## src/rtl/nkps_pkg.sv

```systemverilog
// shared types, widths and command codes of the nearest-k point selector
`timescale 1ns / 1ps
`default_nettype none
package nkps_pkg;

  localparam int COORD_W = 16;
  localparam int ID_W = 16;
  localparam int RANK_W = 3;
  localparam int ABS_W = 16;
  localparam int SQ_W = 2 * ABS_W;
  localparam int DIST_W = SQ_W + 2;
  localparam int MAX_EMIT = 8;
  localparam int NEAREST_COUNT_DEF = 8;
  localparam int ADDR_W = 4;
  localparam int DATA_W = 32;

  // chain commands
  localparam int CMD_W = 2;
  localparam logic [CMD_W-1:0] CMD_HOLD = 2'd0;
  localparam logic [CMD_W-1:0] CMD_INSERT = 2'd1;
  localparam logic [CMD_W-1:0] CMD_SHIFT = 2'd2;
  localparam logic [CMD_W-1:0] CMD_CLEAR = 2'd3;

  typedef struct packed {
    logic                     valid;
    logic [DIST_W-1:0]        distance;
    logic [ID_W-1:0]          id;
    logic signed [COORD_W-1:0] x;
    logic signed [COORD_W-1:0] y;
    logic signed [COORD_W-1:0] z;
  } slot_t;

  typedef struct packed {
    logic valid;
    logic final_point;
  } pipe_ctl_t;

endpackage
`default_nettype wire

```

## src/rtl/nkps_dist.sv

```systemverilog
// three-stage squared distance pipeline from candidate to reference point
`timescale 1ns / 1ps
`default_nettype none
module nkps_dist (
  input  wire logic                               clk,
  input  wire logic                               rst,
  input  wire nkps_pkg::pipe_ctl_t                in_ctl,
  input  wire logic [nkps_pkg::ID_W-1:0]          point_id,
  input  wire logic signed [nkps_pkg::COORD_W-1:0] point_x,
  input  wire logic signed [nkps_pkg::COORD_W-1:0] point_y,
  input  wire logic signed [nkps_pkg::COORD_W-1:0] point_z,
  input  wire logic signed [nkps_pkg::COORD_W-1:0] ref_x,
  input  wire logic signed [nkps_pkg::COORD_W-1:0] ref_y,
  input  wire logic signed [nkps_pkg::COORD_W-1:0] ref_z,
  output nkps_pkg::pipe_ctl_t                      out_ctl,
  output nkps_pkg::slot_t                          out_point
);
  import nkps_pkg::*;

  logic signed [COORD_W:0] dx, dy, dz;
  logic [COORD_W:0] mx, my, mz;

  pipe_ctl_t ctl1, ctl2;
  logic [ABS_W-1:0] ax1, ay1, az1;
  logic [SQ_W-1:0] sx2, sy2, sz2;
  slot_t pt1, pt2, pt3;

  always_comb begin
    dx = {point_x[COORD_W-1], point_x} - {ref_x[COORD_W-1], ref_x};
    dy = {point_y[COORD_W-1], point_y} - {ref_y[COORD_W-1], ref_y};
    dz = {point_z[COORD_W-1], point_z} - {ref_z[COORD_W-1], ref_z};
    mx = dx[COORD_W] ? (COORD_W+1)'(-dx) : dx;
    my = dy[COORD_W] ? (COORD_W+1)'(-dy) : dy;
    mz = dz[COORD_W] ? (COORD_W+1)'(-dz) : dz;
  end

  always_ff @(posedge clk) begin
    if (rst) begin
      ctl1 <= '0;
      ctl2 <= '0;
      out_ctl <= '0;
    end else begin
      ctl1 <= in_ctl;
      ctl2 <= ctl1;
      out_ctl <= ctl2;
    end
  end

  // stage 1: axis magnitudes
  always_ff @(posedge clk) begin
    ax1 <= mx[ABS_W-1:0];
    ay1 <= my[ABS_W-1:0];
    az1 <= mz[ABS_W-1:0];
    pt1.valid <= 1'b1;
    pt1.distance <= '0;
    pt1.id <= point_id;
    pt1.x <= point_x;
    pt1.y <= point_y;
    pt1.z <= point_z;
  end

  // stage 2: one multiplier per axis
  always_ff @(posedge clk) begin
    sx2 <= ax1 * ax1;
    sy2 <= ay1 * ay1;
    sz2 <= az1 * az1;
    pt2 <= pt1;
  end

  // stage 3: sum of squares
  always_ff @(posedge clk) begin
    pt3 <= '{valid: pt2.valid,
             distance: DIST_W'(sx2) + DIST_W'(sy2) + DIST_W'(sz2),
             id: pt2.id, x: pt2.x, y: pt2.y, z: pt2.z};
  end

  assign out_point = pt3;

endmodule
`default_nettype wire

```

## src/rtl/nkps_cell.sv

```systemverilog
// one ranked slot of the insertion chain
`timescale 1ns / 1ps
`default_nettype none
module nkps_cell (
  input  wire logic                       clk,
  input  wire logic                       rst,
  input  wire logic [nkps_pkg::CMD_W-1:0] cmd,
  input  wire nkps_pkg::slot_t            new_point,
  input  wire nkps_pkg::slot_t            upper,
  input  wire logic                       upper_ins,
  input  wire nkps_pkg::slot_t            lower,
  output nkps_pkg::slot_t                 slot,
  output logic                            ins
);
  import nkps_pkg::*;

  logic valid;
  logic [DIST_W-1:0] distance;
  logic [ID_W-1:0] id;
  logic signed [COORD_W-1:0] x, y, z;

  // new point belongs at or above this slot; ties stay behind
  assign ins = !valid || (new_point.distance < distance);

  always_ff @(posedge clk) begin
    if (rst) begin
      valid <= 1'b0;
    end else begin
      case (cmd)
        CMD_INSERT: begin
          if (upper_ins) begin
            valid <= upper.valid;
          end else if (ins) begin
            valid <= 1'b1;
          end
        end
        CMD_SHIFT: valid <= lower.valid;
        CMD_CLEAR: valid <= 1'b0;
        default: valid <= valid;
      endcase
    end
  end

  always_ff @(posedge clk) begin
    case (cmd)
      CMD_INSERT: begin
        if (upper_ins) begin
          distance <= upper.distance;
          id <= upper.id;
          x <= upper.x;
          y <= upper.y;
          z <= upper.z;
        end else if (ins) begin
          distance <= new_point.distance;
          id <= new_point.id;
          x <= new_point.x;
          y <= new_point.y;
          z <= new_point.z;
        end
      end
      CMD_SHIFT: begin
        distance <= lower.distance;
        id <= lower.id;
        x <= lower.x;
        y <= lower.y;
        z <= lower.z;
      end
      default: begin
        distance <= distance;
      end
    endcase
  end

  always_comb begin
    slot.valid = valid;
    slot.distance = distance;
    slot.id = id;
    slot.x = x;
    slot.y = y;
    slot.z = z;
  end

endmodule
`default_nettype wire

```

## src/rtl/nearest_k_point_selector_core.sv

```systemverilog
// top level: register port, distance pipeline, slot chain and result sequencer
// results: a final point passes the distance pipeline, lands in the chain and its
// ranks leave the result register one per cycle, min(NEAREST_COUNT, 8) of them.
// throughput: non-final points are taken every cycle (3-stage distance pipeline
// feeding the slot chain); a final point holds busy while it crosses the pipeline
// and the chain drains. rst is synchronous: slots empty, references 0.
`timescale 1ns / 1ps
`default_nettype none
module nearest_k_point_selector_core #(
  parameter int NEAREST_COUNT = nkps_pkg::NEAREST_COUNT_DEF
) (
  input  wire logic                                clk,
  input  wire logic                                rst,
  // register port
  input  wire logic                                psel,
  input  wire logic                                penable,
  input  wire logic                                pwrite,
  input  wire logic [nkps_pkg::ADDR_W-1:0]         paddr,
  input  wire logic [nkps_pkg::DATA_W-1:0]         pwdata,
  output logic [nkps_pkg::DATA_W-1:0]              prdata,
  output logic                                     pready,
  // point command
  input  wire logic                                start,
  output logic                                     busy,
  input  wire logic [nkps_pkg::ID_W-1:0]           point_id,
  input  wire logic signed [nkps_pkg::COORD_W-1:0] point_x,
  input  wire logic signed [nkps_pkg::COORD_W-1:0] point_y,
  input  wire logic signed [nkps_pkg::COORD_W-1:0] point_z,
  input  wire logic                                final_point,
  // ranked results
  output logic                                     out_valid,
  output logic [nkps_pkg::RANK_W-1:0]              rank,
  output logic                                     filled,
  output logic [nkps_pkg::ID_W-1:0]                out_id,
  output logic signed [nkps_pkg::COORD_W-1:0]      out_x,
  output logic signed [nkps_pkg::COORD_W-1:0]      out_y,
  output logic signed [nkps_pkg::COORD_W-1:0]      out_z,
  output logic                                     last_slot
);
  import nkps_pkg::*;

  localparam int EMIT_COUNT = (NEAREST_COUNT < MAX_EMIT) ? NEAREST_COUNT : MAX_EMIT;
  localparam logic [RANK_W-1:0] LAST_RANK = RANK_W'(EMIT_COUNT - 1);

  // register indexes
  localparam logic [1:0] REG_REF_X = 2'd0;
  localparam logic [1:0] REG_REF_Y = 2'd1;
  localparam logic [1:0] REG_REF_Z = 2'd2;

  // sequencer states
  localparam logic [1:0] ST_IDLE = 2'd0;
  localparam logic [1:0] ST_WAIT = 2'd1;
  localparam logic [1:0] ST_EMIT = 2'd2;

  logic signed [COORD_W-1:0] ref_x, ref_y, ref_z;
  logic [1:0] state;
  logic [RANK_W-1:0] emit_cnt;
  logic accept, cfg_write;
  logic [CMD_W-1:0] cmd;
  pipe_ctl_t in_ctl, pipe_ctl;
  slot_t pipe_point;

  slot_t cell_slot [NEAREST_COUNT];
  slot_t upper_slot [NEAREST_COUNT];
  slot_t lower_slot [NEAREST_COUNT];
  logic cell_ins [NEAREST_COUNT];
  logic upper_ins [NEAREST_COUNT];

  // register port: zero-wait, 16-bit registers, upper data bits dropped
  assign pready = 1'b1;
  assign cfg_write = psel && penable && pwrite && pready;

  always_ff @(posedge clk) begin
    if (rst) begin
      ref_x <= '0;
      ref_y <= '0;
      ref_z <= '0;
    end else if (cfg_write) begin
      case (paddr[3:2])
        REG_REF_X: ref_x <= pwdata[COORD_W-1:0];
        REG_REF_Y: ref_y <= pwdata[COORD_W-1:0];
        REG_REF_Z: ref_z <= pwdata[COORD_W-1:0];
        default: ref_x <= ref_x;
      endcase
    end
  end

  always_comb begin
    case (paddr[3:2])
      REG_REF_X: prdata = {{(DATA_W-COORD_W){1'b0}}, ref_x};
      REG_REF_Y: prdata = {{(DATA_W-COORD_W){1'b0}}, ref_y};
      REG_REF_Z: prdata = {{(DATA_W-COORD_W){1'b0}}, ref_z};
      default: prdata = '0;
    endcase
  end

  // command transfer
  assign busy = (state != ST_IDLE);
  assign accept = start && !busy;
  assign in_ctl.valid = accept;
  assign in_ctl.final_point = final_point;

  nkps_dist u_dist (
    .clk        (clk),
    .rst        (rst),
    .in_ctl     (in_ctl),
    .point_id   (point_id),
    .point_x    (point_x),
    .point_y    (point_y),
    .point_z    (point_z),
    .ref_x      (ref_x),
    .ref_y      (ref_y),
    .ref_z      (ref_z),
    .out_ctl    (pipe_ctl),
    .out_point  (pipe_point)
  );

  // chain command: insert from the pipeline, shift toward rank 0 while
  // emitting, clear on the last emitted rank
  always_comb begin
    if (state == ST_EMIT) begin
      cmd = (emit_cnt == LAST_RANK) ? CMD_CLEAR : CMD_SHIFT;
    end else if (pipe_ctl.valid) begin
      cmd = CMD_INSERT;
    end else begin
      cmd = CMD_HOLD;
    end
  end

  // neighbor wiring of the slot chain
  for (genvar i = 0; i < NEAREST_COUNT; i++) begin : g_cell
    if (i == 0) begin : g_head
      assign upper_slot[i] = '0;
      assign upper_ins[i] = 1'b0;
    end else begin : g_mid
      assign upper_slot[i] = cell_slot[i-1];
      assign upper_ins[i] = cell_ins[i-1];
    end
    if (i == NEAREST_COUNT - 1) begin : g_tail
      assign lower_slot[i] = '0;
    end else begin : g_body
      assign lower_slot[i] = cell_slot[i+1];
    end

    nkps_cell u_cell (
      .clk       (clk),
      .rst       (rst),
      .cmd       (cmd),
      .new_point (pipe_point),
      .upper     (upper_slot[i]),
      .upper_ins (upper_ins[i]),
      .lower     (lower_slot[i]),
      .slot      (cell_slot[i]),
      .ins       (cell_ins[i])
    );
  end

  // sequencer: wait for the final point to land, then stream rank 0 out
  always_ff @(posedge clk) begin
    if (rst) begin
      state <= ST_IDLE;
      emit_cnt <= '0;
    end else begin
      case (state)
        ST_IDLE: begin
          if (accept && final_point) begin
            state <= ST_WAIT;
          end
        end
        ST_WAIT: begin
          if (pipe_ctl.valid && pipe_ctl.final_point) begin
            state <= ST_EMIT;
            emit_cnt <= '0;
          end
        end
        ST_EMIT: begin
          if (emit_cnt == LAST_RANK) begin
            state <= ST_IDLE;
          end
          emit_cnt <= emit_cnt + 1'b1;
        end
        default: state <= ST_IDLE;
      endcase
    end
  end

  // result register, one strobe per rank
  always_ff @(posedge clk) begin
    if (rst) begin
      out_valid <= 1'b0;
    end else begin
      out_valid <= (state == ST_EMIT);
    end
  end

  always_ff @(posedge clk) begin
    rank <= emit_cnt;
    last_slot <= (emit_cnt == LAST_RANK);
    filled <= cell_slot[0].valid;
    // empty slots read as zero
    out_id <= cell_slot[0].valid ? cell_slot[0].id : '0;
    out_x <= cell_slot[0].valid ? cell_slot[0].x : '0;
    out_y <= cell_slot[0].valid ? cell_slot[0].y : '0;
    out_z <= cell_slot[0].valid ? cell_slot[0].z : '0;
  end

endmodule
`default_nettype wire

```

## config.mk

```make
export PLATFORM = sky130hd
export DESIGN_NAME = nearest_k_point_selector_core
export DESIGN_NICKNAME = d
export VERILOG_FILES = /design/src/rtl/nkps_pkg.sv /design/src/rtl/nkps_dist.sv /design/src/rtl/nkps_cell.sv /design/src/rtl/nearest_k_point_selector_core.sv
export SDC_FILE = /design/constraint.sdc
export NUM_CORES = 2
export LEC_CHECK = 0
export BUFFER_PORTS_ARGS = -buffer_cell sky130_fd_sc_hd__buf_2
export CAP_MARGIN = 10
export CORE_ASPECT_RATIO = 1.4
export CORE_MARGIN = 8
export CORE_UTILIZATION = 50
export CTS_CLUSTER_DIAMETER = 30
export DETAILED_ROUTE_END_ITERATION = 8
export GPL_ROUTABILITY_DRIVEN = 0
export HOLD_SLACK_MARGIN = 0.12
export MAX_ROUTING_LAYER = met4
export PLACE_DENSITY = 0.75
export SYNTH_ARGS = -nofsm -noshare
export SYNTH_HDL_FRONTEND = slang
export SYNTH_HIERARCHICAL = 1
export SYNTH_SLANG_ARGS = --single-unit
```

## constraint.sdc

```tcl
create_clock -name clk -period 10.9 [get_ports clk]
set_input_delay 2.18 -clock clk [delete_from_list [all_inputs] [get_ports clk]]
set_output_delay 2.18 -clock clk [all_outputs]
set_load 0.005 [all_outputs]
```

# Yosys cells after proc, flatten, opt, wreduce, memory -nomap -nowiden
# Cells that the tools add are included.
[op_classes]
eq_ne = 19
n_mul = 3
n_lt_le_gt_ge = 8
reduce_logical = 51
muxes = 151
n_addsub = 9
[op_table]
columns = ["operator", "n"]
rows = [
  ["16-bit one-hot mux with 2 select lines", 32],
  ["16-bit two-way mux", 63],
  ["34-bit one-hot mux with 2 select lines", 8],
  ["34-bit two-way mux", 15],
  ["34-bit < comparator", 8],
  ["16-bit by 16-bit multiplier with 32-bit output", 3],
  ["16-bit by 16-bit subtractor with 17-bit output", 3],
  ["16-bit negation", 3],
  ["16-bit one-hot mux with 3 select lines", 1],
  ["2-bit AND reduction", 20],
  ["34-bit by 32-bit adder with 34-bit output", 1],
  ["32-bit by 32-bit adder with 33-bit output", 1],
  ["3-bit by 1-bit inequality test with 1-bit output (second input constant)", 7],
  ["1-bit one-hot mux with 3 select lines", 7],
  ["1-bit two-way mux", 17],
  ["1-bit zero test", 9],
  ["2-bit == test (second input constant)", 4],
  ["1-bit logical OR", 8],
  ["2-bit two-way mux", 4],
  ["2-bit nonzero test", 4],
  ["2-bit by 1-bit == test with 1-bit output (second input constant)", 3],
  ["2-bit one-hot mux with 3 select lines", 1],
  ["3-bit one-hot mux with 2 select lines", 1],
  ["1-bit logical AND", 5],
  ["other kinds (10)", 13],
]
[totals]
output_inout_bits = 104
register_bits = 1291
word_cells = 327

# Longest topological paths before layout
[logic_depth]
ltp_word = 7
depth_mapped = 25
ltp_nobuf = 24

# By module
# The synthesis kept the hierarchy.
[by_module_without_submodules]
columns = ["mod", "area_per_inst_um2", "cells_per_inst", "seq_area_each_um2", "n_inst"]
rows = [
  ["nkps_cell", 5878.1, 554, 2962.8, 8],
  ["nkps_dist", 34578.2, 3576, 7467.2, 1],
  ["nearest_k_point_selector_core", 4526.8, 426, 2462.4, 1],
]

# Worst setup path after synthesis
# No wires, ideal clock.
[synth_timing]
path_type = "register -> register"
start = "reg u_dist.pt3 (netlist bit u_dist/out_point[77])"
end = "reg g_cell[1].u_cell.distance[0] (enable)"
required_time_ps = 10313
path_buffers = 2
stages_incl_launch_ff = 13
setup_ps = 587
t_arrival_ps = 7141
path_slack_ps = 3172
period_less_slack_ps = 7728
cell_sequence = "dfxtp_1 > ha_1 > and3_1 > a221o_1 > nand2_1 > o211ai_1 > o2bb2ai_1 > o21ai_1 > buf_2 > buf_2 > nor3b_1 > o2bb2ai_1 > a21oi_1"
[synth_lines]
columns = ["item", "line", "source"]
rows = [
  ["start, declared", "nkps_dist.sv:26", "slot_t pt1, pt2, pt3;"],
  ["start signal, assigned", "nkps_dist.sv:72", "pt3 <= '{valid: pt2.valid,"],
  ["end signal, assigned", "nkps_cell.sv:48", "distance <= upper.distance;"],
  ["end signal, assigned", "nkps_cell.sv:54", "distance <= new_point.distance;"],
  ["end signal, assigned", "nkps_cell.sv:62", "distance <= lower.distance;"],
  ["end, declared", "nkps_cell.sv:18", "logic [DIST_W-1:0] distance;"],
]

# Worst setup path in the final report
[layout_timing]
start = "reg u_dist.az1[12]"
end = "reg u_dist.sz2[30]"
[layout_between]
elab_chain_cells = 1
[layout_lines]
columns = ["item", "line", "source"]
rows = [
  ["start, declared", "nkps_dist.sv:24", "logic [ABS_W-1:0] ax1, ay1, az1;"],
  ["start signal, assigned", "nkps_dist.sv:53", "az1 <= mz[ABS_W-1:0];"],
  ["16-bit by 16-bit multiplier with 32-bit output", "nkps_dist.sv:66", "sz2 <= az1 * az1;"],
  ["end signal, assigned", "nkps_dist.sv:66", ""],
  ["end, declared", "nkps_dist.sv:25", "logic [SQ_W-1:0] sx2, sy2, sz2;"],
]
# No other way between the ends.
# A chain may end at the register's enable or synchronous reset.

==> results.toml <==
[clocking]
clock-sinks = 1288
clk_latency_ns = 0.92
holdBufCountCts = 0
ctsRootBufferMaster = "clkbuf_16"
postCtsResizedCells = 0
clockBufferDepth = 4
htreeDepth = 5
cts_tree = "built"
cts_setup_buffers = 0
cts_buffers = 279
clk_pin_slew_ns = 0.05

[final_layout]
nets = 10042
seq_area_um2 = 33600
drive_gt1_frac = 0.0860
multiInputGateArea_um2 = 47400
final_util = 0.576
fill_cells = 13814
areaGrowthSynthToFinish_pct = 14.6

[routing]
avgRoutedWirePerCell_um = 20.8
via_per_inst = 5.67
final_antenna_net_count = 0
route.detailed.drc = 0
vias = 63824
drt-initial-drc-count = 4747
dr.pass1.iters = 6
wl_mm = 234

[timing]
fmax_mhz = 137
period_share = 0.671
drv_slew = 0
rsz0062_at_grt = "no"
min_period_ns = 7.32
hold_viol = 0
final-setup-viol-count = 0
clock_skew_ns = 0.0892
relSlewSlack = 0.213
worst_pin_slew_ns = 1.18
tns_ns = 0

[hold_path]
min_path_type = "reg -> reg"
worstHoldPathCells = 0
min_to = "u_dist/pt2[7]"
worstHoldStart = "u_dist/pt1[7]"

[placed_design]
hpwl_mm = 158
io_buffer_count = 175

[floorplan]
die_w_um = 367
die_h_um = 507
initial_core_util = 0.502
coreArea_um2 = 171000
ioPinCount = 211
rows = 180
die_area_um2 = 186000

[critical_path]
start_kind = "flop"
timing.rr.end = "u_dist/sz2[30]"
critPathLaunch = "u_dist/az1[12]"
endpoint_kind = "flop"
path_common_cell = "fa_1"
cp_top_family = "adder cells"
worstSetupPathType = "reg -> reg"
r2r-start = "u_dist/az1[12]"
cp.arrival_ns = 8.07
crit_slowest_cell = "a2111oi_0"
crit_chain = "inv_1 > nor2_1 > ha_1 > xor2_1 > fa_1 > inv_1 > fa_1 > fa_1 > fa_1 > inv_1 > fa_1 > inv_1 > ha_1 > and3_1 > nand3_1 > nor4b_1 > o31ai_1 > a2111oi_0 > o211ai_1 > mux2i_1 > nand2_1"
crit_path_max_fanout = 13
reg2reg_slack_ns = 3.58
reg2reg_depth = 21
worstPathBufferInverterCount = 4
max_stage_delay_ns = 0.94
crit_required_ns = 11.65

[grt]
gr-usage-all-layers = 0.253
grt-ovfl-total = 0
antenna_found_initial = 10
grt_pass1_vias = 68301
grt_pass1_wl_mm = 367
grt_max_degree = 197

[synth]
netlist_instances = 8431
syn_avg_cell_area_um2 = 10.2
synth.cell_area_um2 = 86100
synth_warnings = 6

[outcome]
status = "finished, final reports clean"

[run]
maxCapViolCount = 0
layout make-up:
type,count,share of cell area
clock buffer,341,0.0779
clock inverter,148,0.0155
sequential,1288,0.341
inverter,1103,0.0420
antenna,4,0.000101
timing repair buffer,225,0.0138
multi-input combinational,5872,0.481
tap,2275,0.0289
sequential cells by signal, summed over array words and instances (netlist names), 31 cells and up:
name                    flops
g_cell.u_cell/distance    272
u_dist/sx2                 31
u_dist/pt1                 64
g_cell.u_cell/y           128
g_cell.u_cell/z           128
u_dist/out_point           98
u_dist/sz2                 31
u_dist/sy2                 31
u_dist/pt2                 64
g_cell.u_cell/id          128
g_cell.u_cell/x           128
cell usage in the layout, fill, tap and decap left out, types with 50 or more instances in the layout:
cell	count
a21oi_1	216
edfxtp_1	784
inv_1	1103
nand2b_1	100
nand4_1	50
o21ai_0	899
fa_1	521
xnor2_1	141
nor2_1	162
and2_1	200
nand2_1	1159
conb_1	219
ha_1	645
clkbuf_16	291
a21o_1	91
nor3_1	56
buf_2	175
xor2_1	62
dfxtp_1	503
mux2i_1	858
how the worst max path moves through the flow:
| stage | endpoint | slack [ns] | depth (start not counted) |
|---|---|---|---|
| after floorplan | g_cell[1].u_cell/distance[0] | 3.17 | 12 |
| after global placement | u_dist/sz2[30] | 3.69 | 21 |
| after detailed placement | u_dist/sz2[30] | 3.64 | 21 |
| after CTS | u_dist/sz2[30] | 3.60 | 21 |
| after global routing | u_dist/sz2[30] | 3.15 | 21 |
| final | u_dist/sz2[30] | 3.58 | 21 |
worst register-to-register path: stages, from the launching register on:
cell and delay, ns:
dfxtp_1 0.71, inv_1 0.30, nor2_1 0.30, ha_1 0.31
xor2_1 0.20, fa_1 0.55, inv_1 0.06, fa_1 0.51
fa_1 0.48, fa_1 0.52, inv_1 0.05, fa_1 0.47
inv_1 0.04, ha_1 0.35, and3_1 0.25, nand3_1 0.09
nor4b_1 0.38, o31ai_1 0.15, a2111oi_0 0.94, o211ai_1 0.27
mux2i_1 0.20, nand2_1 0.06
metrics by stage:
step | instance area (µm²) | setup WS (ns) | cells | hold WS, ns
floorplan | 86900 | 3.17 | 8647 | 0.310
global placement | 89400 | 3.69 | 10763 | 0.310
detailed placement | 89400 | 3.64 | 10763 | 0.312
CTS | 98600 | 3.60 | 11252 | 0.295
global route | 98600 | 3.15 | 11253 | 0.292
finish | 98600 | 3.58 | 11256 | 0.286
metal layers:
layer	share of wire	global-route usage	vias up	wire length, µm
li1	-	-	29071	-
met1	0.37	0.278	31371	86200
met2	0.50	0.433	2577	116000
met3	0.070	0.0433	805	16300
met4	0.065	0.149	0	15100
met5	0	-	-	0
Power is not shown: default switching activity piles up to over one toggle a cycle in this logic, so the estimate is an artifact.
